[config.mk]
export PLATFORM = sky130hd
export DESIGN_NAME = preemptive_priority_scheduler
export DESIGN_NICKNAME = d
export VERILOG_FILES = /design/src/rtl/pps_pkg.sv /design/src/rtl/pps_ram.sv /design/src/rtl/preemptive_priority_scheduler.sv
export SDC_FILE = /design/constraint.sdc
export NUM_CORES = 2
export LEC_CHECK = 0
export BUFFER_PORTS_ARGS = -buffer_cell sky130_fd_sc_hd__buf_4
export CORE_UTILIZATION = 60
export DETAILED_ROUTE_END_ITERATION = 6
export PLACE_DENSITY = 0.81
export SETUP_SLACK_MARGIN = 0.2
export SLEW_MARGIN = 0
export SYNTH_ARGS = -nofsm -noshare
export SYNTH_HDL_FRONTEND = slang
export SYNTH_HIERARCHICAL = 1
export SYNTH_SLANG_ARGS = --single-unit
[constraint.sdc]
create_clock -name clk_i -period 16.7 [get_ports clk_i]
set_input_delay 0 -clock clk_i [delete_from_list [all_inputs] [get_ports clk_i]]
set_output_delay 0 -clock clk_i [all_outputs]
set_load 0.005 [all_outputs]
[src/rtl/pps_pkg.sv]
// Shared types and constants for the preemptive priority scheduler.
package pps_pkg;

  localparam int unsigned PRIO_W = 8;
  localparam int unsigned ARR_W  = 16;
  localparam int unsigned BURST_W = 16;
  localparam int unsigned TIME_W = 32;
  localparam int unsigned SLOT_W = 4;

  localparam logic REQ_LOAD = 1'b0;
  localparam logic REQ_TICK = 1'b1;

  typedef struct packed {
    logic [PRIO_W-1:0]  prio;
    logic [ARR_W-1:0]   arrival;
    logic [BURST_W-1:0] burst;
    logic [BURST_W-1:0] remain;
  } slot_rec_t;

  typedef enum logic [2:0] {
    ST_IDLE,
    ST_SCAN,
    ST_UPDATE,
    ST_TAT,
    ST_EMIT
  } sched_state_e;

endpackage

[src/rtl/pps_ram.sv]
// Generic single-write, single-read RAM with registered read data.
module pps_ram #(
  parameter int unsigned WIDTH = 8,
  parameter int unsigned DEPTH = 16
) (
  input  logic                     clk_i,
  input  logic                     we_i,
  input  logic [$clog2(DEPTH)-1:0] waddr_i,
  input  logic [WIDTH-1:0]         wdata_i,
  input  logic                     re_i,
  input  logic [$clog2(DEPTH)-1:0] raddr_i,
  output logic [WIDTH-1:0]         rdata_o
);

  logic [WIDTH-1:0] mem_q [DEPTH];
  logic [WIDTH-1:0] rdata_q;

  always_ff @(posedge clk_i) begin
    if (we_i) begin
      mem_q[waddr_i] <= wdata_i;
    end
    if (re_i) begin
      rdata_q <= mem_q[raddr_i];
    end
  end

  assign rdata_o = rdata_q;

endmodule

[src/rtl/preemptive_priority_scheduler.sv]
// Load item: no result. Tick item: its result comes after a scan of all MAX_PROCS slots
// (one slot compared per cycle through a single RAM read port and one comparator),
// then update, turnaround and output steps; the next item is taken right after.
// A finished result waits in an output register; a further tick stalls only
// when that register is still full at its end.
// Reset (async, active low) clears loaded and done bits, time, count and handshakes.
module preemptive_priority_scheduler #(
  parameter int unsigned MAX_PROCS = 16
) (
  input  logic        clk_i,
  input  logic        rst_ni,
  input  logic        in_valid_i,
  output logic        in_ready_o,
  input  logic        req_type_i,
  input  logic [3:0]  slot_i,
  input  logic [7:0]  prio_level_i,
  input  logic [15:0] arrive_time_i,
  input  logic [15:0] burst_len_i,
  output logic        out_valid_o,
  input  logic        out_ready_i,
  output logic        idle_o,
  output logic [3:0]  run_slot_o,
  output logic        finished_o,
  output logic [31:0] completion_time_o,
  output logic [31:0] turnaround_o,
  output logic [31:0] waiting_o,
  output logic        all_done_o
);

  localparam int unsigned SW = $clog2(MAX_PROCS);
  localparam int unsigned CW = $clog2(MAX_PROCS + 1);
  localparam int unsigned RW = $bits(pps_pkg::slot_rec_t);

  pps_pkg::sched_state_e state_q, state_d;

  logic [MAX_PROCS-1:0] loaded_q, loaded_d;
  logic [MAX_PROCS-1:0] done_q, done_d;
  logic [CW-1:0] active_q, active_d;
  logic [CW-1:0] cnt_q, cnt_d;
  logic [pps_pkg::TIME_W-1:0] now_q, now_d;

  logic          pipe_ok_q, pipe_ok_d;
  logic [SW-1:0] pipe_idx_q, pipe_idx_d;

  logic               best_vld_q, best_vld_d;
  logic [SW-1:0]      best_idx_q, best_idx_d;
  pps_pkg::slot_rec_t best_rec_q, best_rec_d;
  logic               fin_q, fin_d;
  logic [pps_pkg::TIME_W-1:0] tat_q, tat_d;

  logic        out_vld_q, out_vld_d;
  logic        idle_q, idle_d;
  logic [3:0]  run_q, run_d;
  logic        fin_out_q, fin_out_d;
  logic [31:0] comp_q, comp_d;
  logic [31:0] tat_out_q, tat_out_d;
  logic [31:0] wt_q, wt_d;
  logic        all_q, all_d;

  logic               ram_we, ram_re;
  logic [SW-1:0]      ram_waddr, ram_raddr;
  pps_pkg::slot_rec_t ram_wdata, ram_rdata;

  logic          in_fire;
  logic          slot_ok;
  logic [SW-1:0] load_idx;
  logic          old_act, new_act;
  logic          eligible, better;
  logic [pps_pkg::BURST_W-1:0] rem_dec;

  pps_ram #(
    .WIDTH (RW),
    .DEPTH (MAX_PROCS)
  ) u_tbl (
    .clk_i   (clk_i),
    .we_i    (ram_we),
    .waddr_i (ram_waddr),
    .wdata_i (ram_wdata),
    .re_i    (ram_re),
    .raddr_i (ram_raddr),
    .rdata_o (ram_rdata)
  );

  assign in_ready_o = (state_q == pps_pkg::ST_IDLE);
  assign in_fire    = in_valid_i && in_ready_o;
  assign slot_ok    = (32'(slot_i) < MAX_PROCS);
  assign load_idx   = SW'(slot_i);
  assign old_act    = loaded_q[load_idx] && !done_q[load_idx];
  assign new_act    = (burst_len_i != '0);

  // Shared compare unit: one candidate against the running best.
  assign eligible = pipe_ok_q && (32'(ram_rdata.arrival) <= now_q);
  assign better   = !best_vld_q
                 || (ram_rdata.prio > best_rec_q.prio)
                 || ((ram_rdata.prio == best_rec_q.prio)
                     && (ram_rdata.remain < best_rec_q.remain));
  assign rem_dec  = best_rec_q.remain - 16'd1;

  always_comb begin
    state_d    = state_q;
    loaded_d   = loaded_q;
    done_d     = done_q;
    active_d   = active_q;
    cnt_d      = cnt_q;
    now_d      = now_q;
    pipe_ok_d  = 1'b0;
    pipe_idx_d = pipe_idx_q;
    best_vld_d = best_vld_q;
    best_idx_d = best_idx_q;
    best_rec_d = best_rec_q;
    fin_d      = fin_q;
    tat_d      = tat_q;
    out_vld_d  = out_vld_q && !out_ready_i;
    idle_d     = idle_q;
    run_d      = run_q;
    fin_out_d  = fin_out_q;
    comp_d     = comp_q;
    tat_out_d  = tat_out_q;
    wt_d       = wt_q;
    all_d      = all_q;
    ram_we     = 1'b0;
    ram_waddr  = load_idx;
    ram_wdata  = '{prio: prio_level_i, arrival: arrive_time_i,
                   burst: burst_len_i, remain: burst_len_i};
    ram_re     = 1'b0;
    ram_raddr  = cnt_q[SW-1:0];

    unique case (state_q)
      pps_pkg::ST_IDLE: begin
        if (in_fire) begin
          if (req_type_i == pps_pkg::REQ_LOAD) begin
            if (slot_ok) begin
              ram_we             = 1'b1;
              loaded_d[load_idx] = 1'b1;
              done_d[load_idx]   = !new_act;
              active_d           = active_q - CW'(old_act) + CW'(new_act);
            end
          end else begin
            cnt_d      = '0;
            best_vld_d = 1'b0;
            state_d    = pps_pkg::ST_SCAN;
          end
        end
      end
      pps_pkg::ST_SCAN: begin
        // Issue one read per cycle; compare the entry read the cycle before.
        if (cnt_q != CW'(MAX_PROCS)) begin
          ram_re     = 1'b1;
          pipe_ok_d  = loaded_q[cnt_q[SW-1:0]] && !done_q[cnt_q[SW-1:0]];
          pipe_idx_d = cnt_q[SW-1:0];
          cnt_d      = cnt_q + CW'(1);
        end else begin
          state_d = pps_pkg::ST_UPDATE;
        end
        if (eligible && better) begin
          best_vld_d = 1'b1;
          best_idx_d = pipe_idx_q;
          best_rec_d = ram_rdata;
        end
      end
      pps_pkg::ST_UPDATE: begin
        now_d = now_q + 32'd1;
        fin_d = 1'b0;
        if (best_vld_q) begin
          ram_we           = 1'b1;
          ram_waddr        = best_idx_q;
          ram_wdata        = best_rec_q;
          ram_wdata.remain = rem_dec;
          if (rem_dec == '0) begin
            fin_d              = 1'b1;
            done_d[best_idx_q] = 1'b1;
            active_d           = active_q - CW'(1);
          end
        end
        state_d = pps_pkg::ST_TAT;
      end
      pps_pkg::ST_TAT: begin
        tat_d   = now_q - 32'(best_rec_q.arrival);
        state_d = pps_pkg::ST_EMIT;
      end
      pps_pkg::ST_EMIT: begin
        // Hold until the output register is free.
        if (!out_vld_q || out_ready_i) begin
          out_vld_d = 1'b1;
          idle_d    = !best_vld_q;
          run_d     = best_vld_q ? 4'(best_idx_q) : 4'd0;
          fin_out_d = fin_q;
          comp_d    = fin_q ? now_q : 32'd0;
          tat_out_d = fin_q ? tat_q : 32'd0;
          wt_d      = fin_q ? (tat_q - 32'(best_rec_q.burst)) : 32'd0;
          all_d     = (active_q == '0);
          state_d   = pps_pkg::ST_IDLE;
        end
      end
      default: begin
        state_d = pps_pkg::ST_IDLE;
      end
    endcase
  end

  always_ff @(posedge clk_i or negedge rst_ni) begin
    if (!rst_ni) begin
      state_q <= pps_pkg::ST_IDLE;
    end else begin
      state_q <= state_d;
    end
  end

  always_ff @(posedge clk_i or negedge rst_ni) begin
    if (!rst_ni) begin
      loaded_q   <= '0;
      done_q     <= '0;
      active_q   <= '0;
      cnt_q      <= '0;
      now_q      <= '0;
      pipe_ok_q  <= 1'b0;
      best_vld_q <= 1'b0;
      out_vld_q  <= 1'b0;
    end else begin
      loaded_q   <= loaded_d;
      done_q     <= done_d;
      active_q   <= active_d;
      cnt_q      <= cnt_d;
      now_q      <= now_d;
      pipe_ok_q  <= pipe_ok_d;
      best_vld_q <= best_vld_d;
      out_vld_q  <= out_vld_d;
    end
  end

  always_ff @(posedge clk_i) begin
    pipe_idx_q <= pipe_idx_d;
    best_idx_q <= best_idx_d;
    best_rec_q <= best_rec_d;
    fin_q      <= fin_d;
    tat_q      <= tat_d;
    idle_q     <= idle_d;
    run_q      <= run_d;
    fin_out_q  <= fin_out_d;
    comp_q     <= comp_d;
    tat_out_q  <= tat_out_d;
    wt_q       <= wt_d;
    all_q      <= all_d;
  end

  assign out_valid_o       = out_vld_q;
  assign idle_o            = idle_q;
  assign run_slot_o        = run_q;
  assign finished_o        = fin_out_q;
  assign completion_time_o = comp_q;
  assign turnaround_o      = tat_out_q;
  assign waiting_o         = wt_q;
  assign all_done_o        = all_q;

  a_tick_starts_scan: assert property (@(posedge clk_i) disable iff (!rst_ni)
    (in_fire && (req_type_i == pps_pkg::REQ_TICK)) |=> (state_q == pps_pkg::ST_SCAN))
    else $error("tick did not start a scan");

  a_best_is_active: assert property (@(posedge clk_i) disable iff (!rst_ni)
    ((state_q == pps_pkg::ST_UPDATE) && best_vld_q)
      |-> (loaded_q[best_idx_q] && !done_q[best_idx_q]))
    else $error("picked slot is not loaded and unfinished");

  a_time_steps_once: assert property (@(posedge clk_i) disable iff (!rst_ni)
    (state_q == pps_pkg::ST_UPDATE) |=> (now_q == ($past(now_q) + 32'd1)))
    else $error("time did not advance by one");

  a_active_bound: assert property (@(posedge clk_i) disable iff (!rst_ni)
    (32'(active_q) <= MAX_PROCS))
    else $error("active count exceeds slot count");

  a_fin_not_idle: assert property (@(posedge clk_i) disable iff (!rst_ni)
    (out_vld_q && fin_out_q) |-> !idle_q)
    else $error("finished result reported as idle");

endmodule

=== Word level (Yosys, flattened, before mapping) ===
Memory sizes are Yosys's and may differ from the RTL's. A register that Yosys moved wholly into a read port is not among the register bits.
Cells that the tools add are included.

* Register bits after elaboration: 280
* Memory bits (writable): 896
* Output and inout bits: 105
* Memories kept: 1

{| class="wikitable"
|+ Memory list
! memory !! depth !! bits a word !! rd ports !! clocked after Yosys merged registers in !! write ports !! line !! source
|-
| u_tbl.mem_q || 16 || 56 || 1 || 1 || 1 || pps_ram.sv:15 || <nowiki>logic [WIDTH-1:0] mem_q [DEPTH];</nowiki>
|}

* Add/subtract/negate cells: 8
* $lt $le $gt $ge: 8
* Equal/unequal tests: 15
* Muxes and demuxes: 53
* Bitwise logic cells: 3
* Reductions and logical operators: 32

{| class="wikitable"
|+ Operator list
! operator !! count
|-
| two-way mux 56 bit || 2
|-
| two-way mux 16 bit || 4
|-
| subtractor 32 x 16 -> 32 bit || 2
|-
| two-way mux 5 bit || 7
|-
| adder 32 x 1 -> 32 bit (second input constant) || 1
|-
| <= comparator 16 x 32 -> 1 bit || 1
|-
| bitwise OR 16 bit || 2
|-
| one-hot mux 16 bit (2 select lines) || 1
|-
| two-way mux 1 bit || 21
|-
| one-hot mux 5 bit (2 select lines) || 2
|-
| binary-select mux 1 bit (select 4 bit) || 4
|-
| bitwise mux 16 bit || 1
|-
| zero test 16 bit || 1
|-
| < comparator 16 bit || 1
|-
| nonzero test 16 bit || 1
|-
| subtractor 16 x 1 -> 16 bit (second input constant) || 1
|-
| < comparator 4 x 5 -> 1 bit (second input constant) || 3
|-
| one-hot mux 3 bit (5 select lines) || 1
|-
| != test 2 bit (second input constant) || 7
|-
| two-way mux 3 bit || 4
|-
| AND reduction 4 bit || 3
|-
| logical AND 1 bit || 9
|-
| demux 1 bit (select 4 bit) || 2
|-
| equality test 8 bit || 1
|-
| 22 further kinds || 37
|}

=== Depth between registers and ports, before layout ===
* Depth in word-level cells: 9
* Mapped depth: 19
* Gate-level depth less buffers: 19

=== Hierarchy ===
The synthesis kept the hierarchy.

{| class="wikitable"
|+ Modules (own cells, without submodules)
! module !! times used !! cells an instance !! area each (sq um)
|-
| pps_ram || 1 || 1445 || 35238.8
|-
| preemptive_priority_scheduler || 1 || 1490 || 15578.7
|}

=== Worst setup path before layout ===
Ideal clock, no wire load.

* Kind: register to register
* Start point: reg state_q[0]
* End point: mem u_tbl/mem_q[0][0] in the netlist's numbering (enable)
* Setup time: 539 ps
* Arrival: 5824 ps
* Data required time: 16161 ps
* Path slack: 10337 ps
* Cell stages (with the launch flop): 12
* Path buffers: 3
* Cells stage by stage: dfrtp_1 -> clkbuf_1 -> nor2_1 -> nand2_1 -> inv_1 -> nand2_1 -> clkbuf_1 -> clkbuf_1 -> nand2_1 -> nand2_1 -> or3b_2 -> nor3_1

* Elaborated cells between the ends (all ways): 8
* Classes of those cells: eq/ne (1); mux (5); reduce/logical (2)

{| class="wikitable"
|+ RTL lines
! what !! line !! source
|-
| from (decl) || preemptive_priority_scheduler.sv:34 || <nowiki>pps_pkg::sched_state_e state_q, state_d;</nowiki>
|-
| from (signal assigned) || preemptive_priority_scheduler.sv:203 || <nowiki>state_q <= pps_pkg::ST_IDLE;</nowiki>
|-
| from (signal assigned) || preemptive_priority_scheduler.sv:205 || <nowiki>state_q <= state_d;</nowiki>
|-
| equality test 3 x 2 -> 1 bit || preemptive_priority_scheduler.sv:128 || <nowiki>unique case (state_q)</nowiki>
|-
| two-way mux 4 bit || preemptive_priority_scheduler.sv:128 ||
|-
| via ram_waddr[2] || preemptive_priority_scheduler.sv:61 || <nowiki>logic [SW-1:0] ram_waddr, ram_raddr;</nowiki>
|-
| to (decl) || pps_ram.sv:15 ||
|}

The timed path passes the listed nets, and every way through them passes these cells.

=== Worst setup path after layout ===
* Start point: reg state_q[2]
* End point: mem u_tbl/mem_q[7][49] in the netlist's numbering (enable)

* Word-level cells in the longest chain between the ends: 6
* Elaborated cells between the ends (all ways): 8
* Classes of those cells: eq/ne (1); mux (5); reduce/logical (2)

{| class="wikitable"
|+ RTL lines
! what !! line !! source
|-
| zero test 3 bit || preemptive_priority_scheduler.sv:84, preemptive_priority_scheduler.sv:128 ||
|-
| logical AND 1 bit || preemptive_priority_scheduler.sv:85 || <nowiki>assign in_fire = in_valid_i && in_ready_o;</nowiki>
|-
| two-way mux 1 bit || preemptive_priority_scheduler.sv:130 || <nowiki>if (in_fire) begin</nowiki>
|-
| one-hot mux 1 bit (2 select lines) (*) || preemptive_priority_scheduler.sv:128 ||
|-
| via ram_we || preemptive_priority_scheduler.sv:60 || <nowiki>logic ram_we, ram_re;</nowiki>
|-
| two-way mux 1 bit (*) || pps_ram.sv:19 || <nowiki>if (we_i) begin</nowiki>
|-
| two-way mux 1 bit (not written as such) (*) || pps_ram.sv:20 || <nowiki>mem_q[waddr_i] <= wdata_i;</nowiki>
|}

The timed path passes the listed nets; every way through them passes the cells marked *.

==> results by group <==
Setup path
  – CP Class: reg2reg
  – R2r setup slk: 11.92 ns
  – Crit. End Element: register
  – Worst path buffer plus inverter count: 3
  – CP Cell Sequence: nor2_1, nand2_1, inv_1, nand2_4, buf_4, nand2_1, nand3b_1, nor2_4, buf_4
  – Reg-to-Reg End: u_tbl/mem_q[7][49]
  – Worst EP arrival: between 5 and 6 ns
  – Startpoint types: register
  – Worst reg2reg path depth: 9
  – Worst r2r src: state_q[2]
  – WP data required: around 17 ns
  – Crit path max-delay family: simple AND/OR/NAND/NOR gates
  – Worst path slowest cell: nor2_4
  – CP Max Fanout: 60
  – CP max stage delay: just over 0.9 ns

Clock network
  – Htree depth: 3
  – Clk_lat worst skew: 0.71 ns
  – CTS Buf Count: roughly 120
  – Clk sinks: around 1200
  – CTS tree: yes
  – Resized Gates After CTS: 0
  – Clock Pin Slew Worst Setup and Hold Paths: 0.06 ns
  – Post-CTS Setup Inserts: 0
  – Clock tree buffer depth: 3
  – Root Buffer: clkbuf_16

Floorplan
  – Die area: 85860 µm²
  – CORE AREA: about 84000 µm²
  – Ports: 154
  – Row count: 106
  – Die Span Y: between 200 and 300 µm
  – Starting density of the core: roughly three fifths
  – Horiz. Die Dim: 293.0 µm

GRT
  – Gr usage total: 28.99%
  – Initial antenna violation count: 2
  – Gr ovfl total: 0
  – Largest net degree at the start of global routing: 100
  – Vias in the first global route: 29180
  – First-pass GRT wire length: ~180 mm

Detailed routing
  – Post-DR vias/cell: approximately 6.5
  – 1st-iter DRT viols: 3710
  – # DRC: 0
  – First-pass DRT Iterations: 6
  – Vias: 28560
  – Detailed Route WL: 122.6 mm
  – Final antenna-violating net count: 0
  – Wire length per cell: 27.84 µm

Worst hold path
  – HP Class: in2reg
  – WHS Endpoint: u_tbl/mem_q[12][42]
  – Hold Crit Depth: 3
  – Critical hold path startpoint: arrive_time_i[10]

Yosys
  – Ranking of synthesized cells by area: edfxtp_1 68%, mux4_2 10%, dfrtp_1 3.9%
  – Async set or reset register ratio after synthesis: under 10%
  – Post-synthesis xor/xnor area fraction: 1.482%
  – Synth area leader: edfxtp_1
  – Main combinational cell family by area after synthesis: multiplexers
  – Count leader, synth: edfxtp_1
  – Mapped Nets: 3072
  – Mux cell area share after synthesis: 10.21%
  – Seq cells post-synth: approximately 1200
  – Synth Area in Compound Gates: around 5.5%
  – Ys flop type: edfxtp_1
  – Post-Synth Adder-Cell Area: 2.211%
  – Synth top cells by count: 1152 x edfxtp_1, 225 x mux4_2, 188 x nand2_1
  – Sequential area share after synthesis: 72.01%
  – Post-Synth Simple-Gate Area: 6.340%
  – Syn Area/Cell: 17.31 µm²
  – Post-synth EDFFs: 1152
  – Synthesized area: 50820 µm²
  – Yosys warning count: 6
  – Cell count after synthesis: a little under 3000
  – Area fraction of the dominant cell type after synthesis: between 60% and 70%
  – Synth cell types: a little under 80

Status
  – Status: finished, final reports clean

STA
  – Final hold vios: 0
  – TNS Setup: 0 ns
  – Max Freq: 209.2 MHz
  – Worst setup margin: 11.92 ns
  – Slew margin rel.: 13.32%
  – Period utilization: 28.63%
  – Fin. max-slew vios: 0
  – Min Clock Period, post-route: ~4.8 ns
  – Clk_skew: around 0.035 ns
  – RSZ-0062 raised after global routing: no
  – Setup violators final: 0
  – Worst Max-Slew Pin Slew: around 1.3 ns

Final layout
  – Fraction of layout cells with a size suffix above 1: a little over a fifth
  – Number of fill cells: 5083
  – Layout area overhead: 13.31%
  – # nets final: 3302

Flow run
  – Total of max-cap violations: 0

Power and ir drop
  – Worst vdd ir: 0.09530 mV
  – Pwr per Cell Area: roughly 150 nW/µm²
  – Leakage power: 19.60 nW

Place
  – Hpwl dp: 67.99 mm
  – Final GP Congestion: 0.9264
  – Count of input and output buffers: 153
  – Place WS: 12.10 ns
[repair_timing]
item                                   CTS  global route
setup endpoints to repair                0             0
hold buffers                            27             1
endpoints found under the hold margin  419             1
[cell type report]
type	instances	area [µm²]	share of cell area, %
diodes	1	2.502	0.004346
repair buffers	251	1954	3.394
well taps	1134	1419	2.464
inverters	117	439.2	0.7627
flip-flops and latches	1232	36600	63.57
clock inverters	74	800.8	1.391
multi-input cells	1446	13220	22.95
clock buffers	148	3147	5.465
[per-layer routing]
metal | wire length (µm) | up-vias | GRT usage, %
met2 | 61430 | 1793 | 48.59
met1 | 44700 | 14430 | 38.61
met5 | 12 | - | 0
li1 | - | 12010 | -
met3 | 11660 | 320 | 4.297
met4 | 4780 | 2 | 11.61
[where the power goes]
group	total, mW	internal, mW	switching (mW)
Sequential	3.91	3.73	0.173
Clock	2.71	1.57	1.14
Combinational	1.80	0.789	1.01
[registers in the layout (all words and copies together) (netlist names), 3 cells and up]
name and flops:
waiting_o 32, u_tbl/rdata_o 56, tat_q 32, u_tbl/mem_q 896
active_q 5, run_slot_o 4, now_q 32, cnt_q 5
best_rec_q 56, state_q 3, loaded_q 16, done_q 16
best_idx_q 4, turnaround_o 32, pipe_idx_q 4, completion_time_o 32
[cell usage in the layout (no fill, tap or decap), types with 11 or more instances in the layout]
master	n
inv_1	116
a21o_1	21
o21a_1	12
nand4_1	16
nor2b_1	33
mux4_2	225
nor2_4	14
o21ai_0	84
edfxtp_1	1152
xnor2_1	76
bufinv_16	15
nor2_1	92
o21ai_1	21
a21oi_1	52
a22oi_1	112
dfrtp_1	78
a211oi_1	11
o31ai_1	25
buf_4	223
or2_2	16
nor3_1	42
clkinv_1	25
clkinv_2	23
and3_1	17
nor4_1	15
nand3_1	42
clkbuf_16	119
clkbuf_1	23
nand2_1	187
nand2b_1	22
ha_1	85
dlygate4sd3_1	28
and2_1	80
[cell families after synthesis]
family	count (synthesis)
mux	236
simple gates	632
xor+xnor	86
flops	1232
compound gates	404
buf+inv	257
fa+ha+maj	88
[how the worst max path moves through the flow]
stage                from                 end  slack (ns)  cells after the start
4_1_cts        state_q[2]  u_tbl/mem_q[5][44]       12.02                      9
3_5_place_dp   state_q[2]  u_tbl/mem_q[5][40]       12.10                      9
5_1_grt        state_q[2]  u_tbl/mem_q[7][44]       11.73                      9
2_1_floorplan  state_q[0]   u_tbl/mem_q[0][0]       10.34                     11
6_report       state_q[2]  u_tbl/mem_q[7][49]       11.92                      9
3_3_place_gp   state_q[0]  u_tbl/mem_q[5][38]       12.22                      9
[metrics by stage]
stage               hold slack (ns)  power [mW]  cell area (µm²)  std cells  utilization (%)
floorplan                   -0.2956       5.217            50820       2935                -
global placement            -0.1124       5.640            53330       4150            63.73
detailed placement          -0.1053       5.718            53330       4150            63.73
CTS                         0.03160       8.436            57550       4399            68.77
global route                0.04382       8.705            57580       4403            68.80
finish                      0.05581       8.416            57580       4403            68.80
[tightest hold or removal path, delay by kind of cell]
| kind | cells | cell delay, ns |
|---|---|---|
| compound gates | 1 | 0.30 |
| buf+inv | 1 | 0.11 |
| simple gates | 1 | 0.05 |
Power figures use the tool's default switching activity.
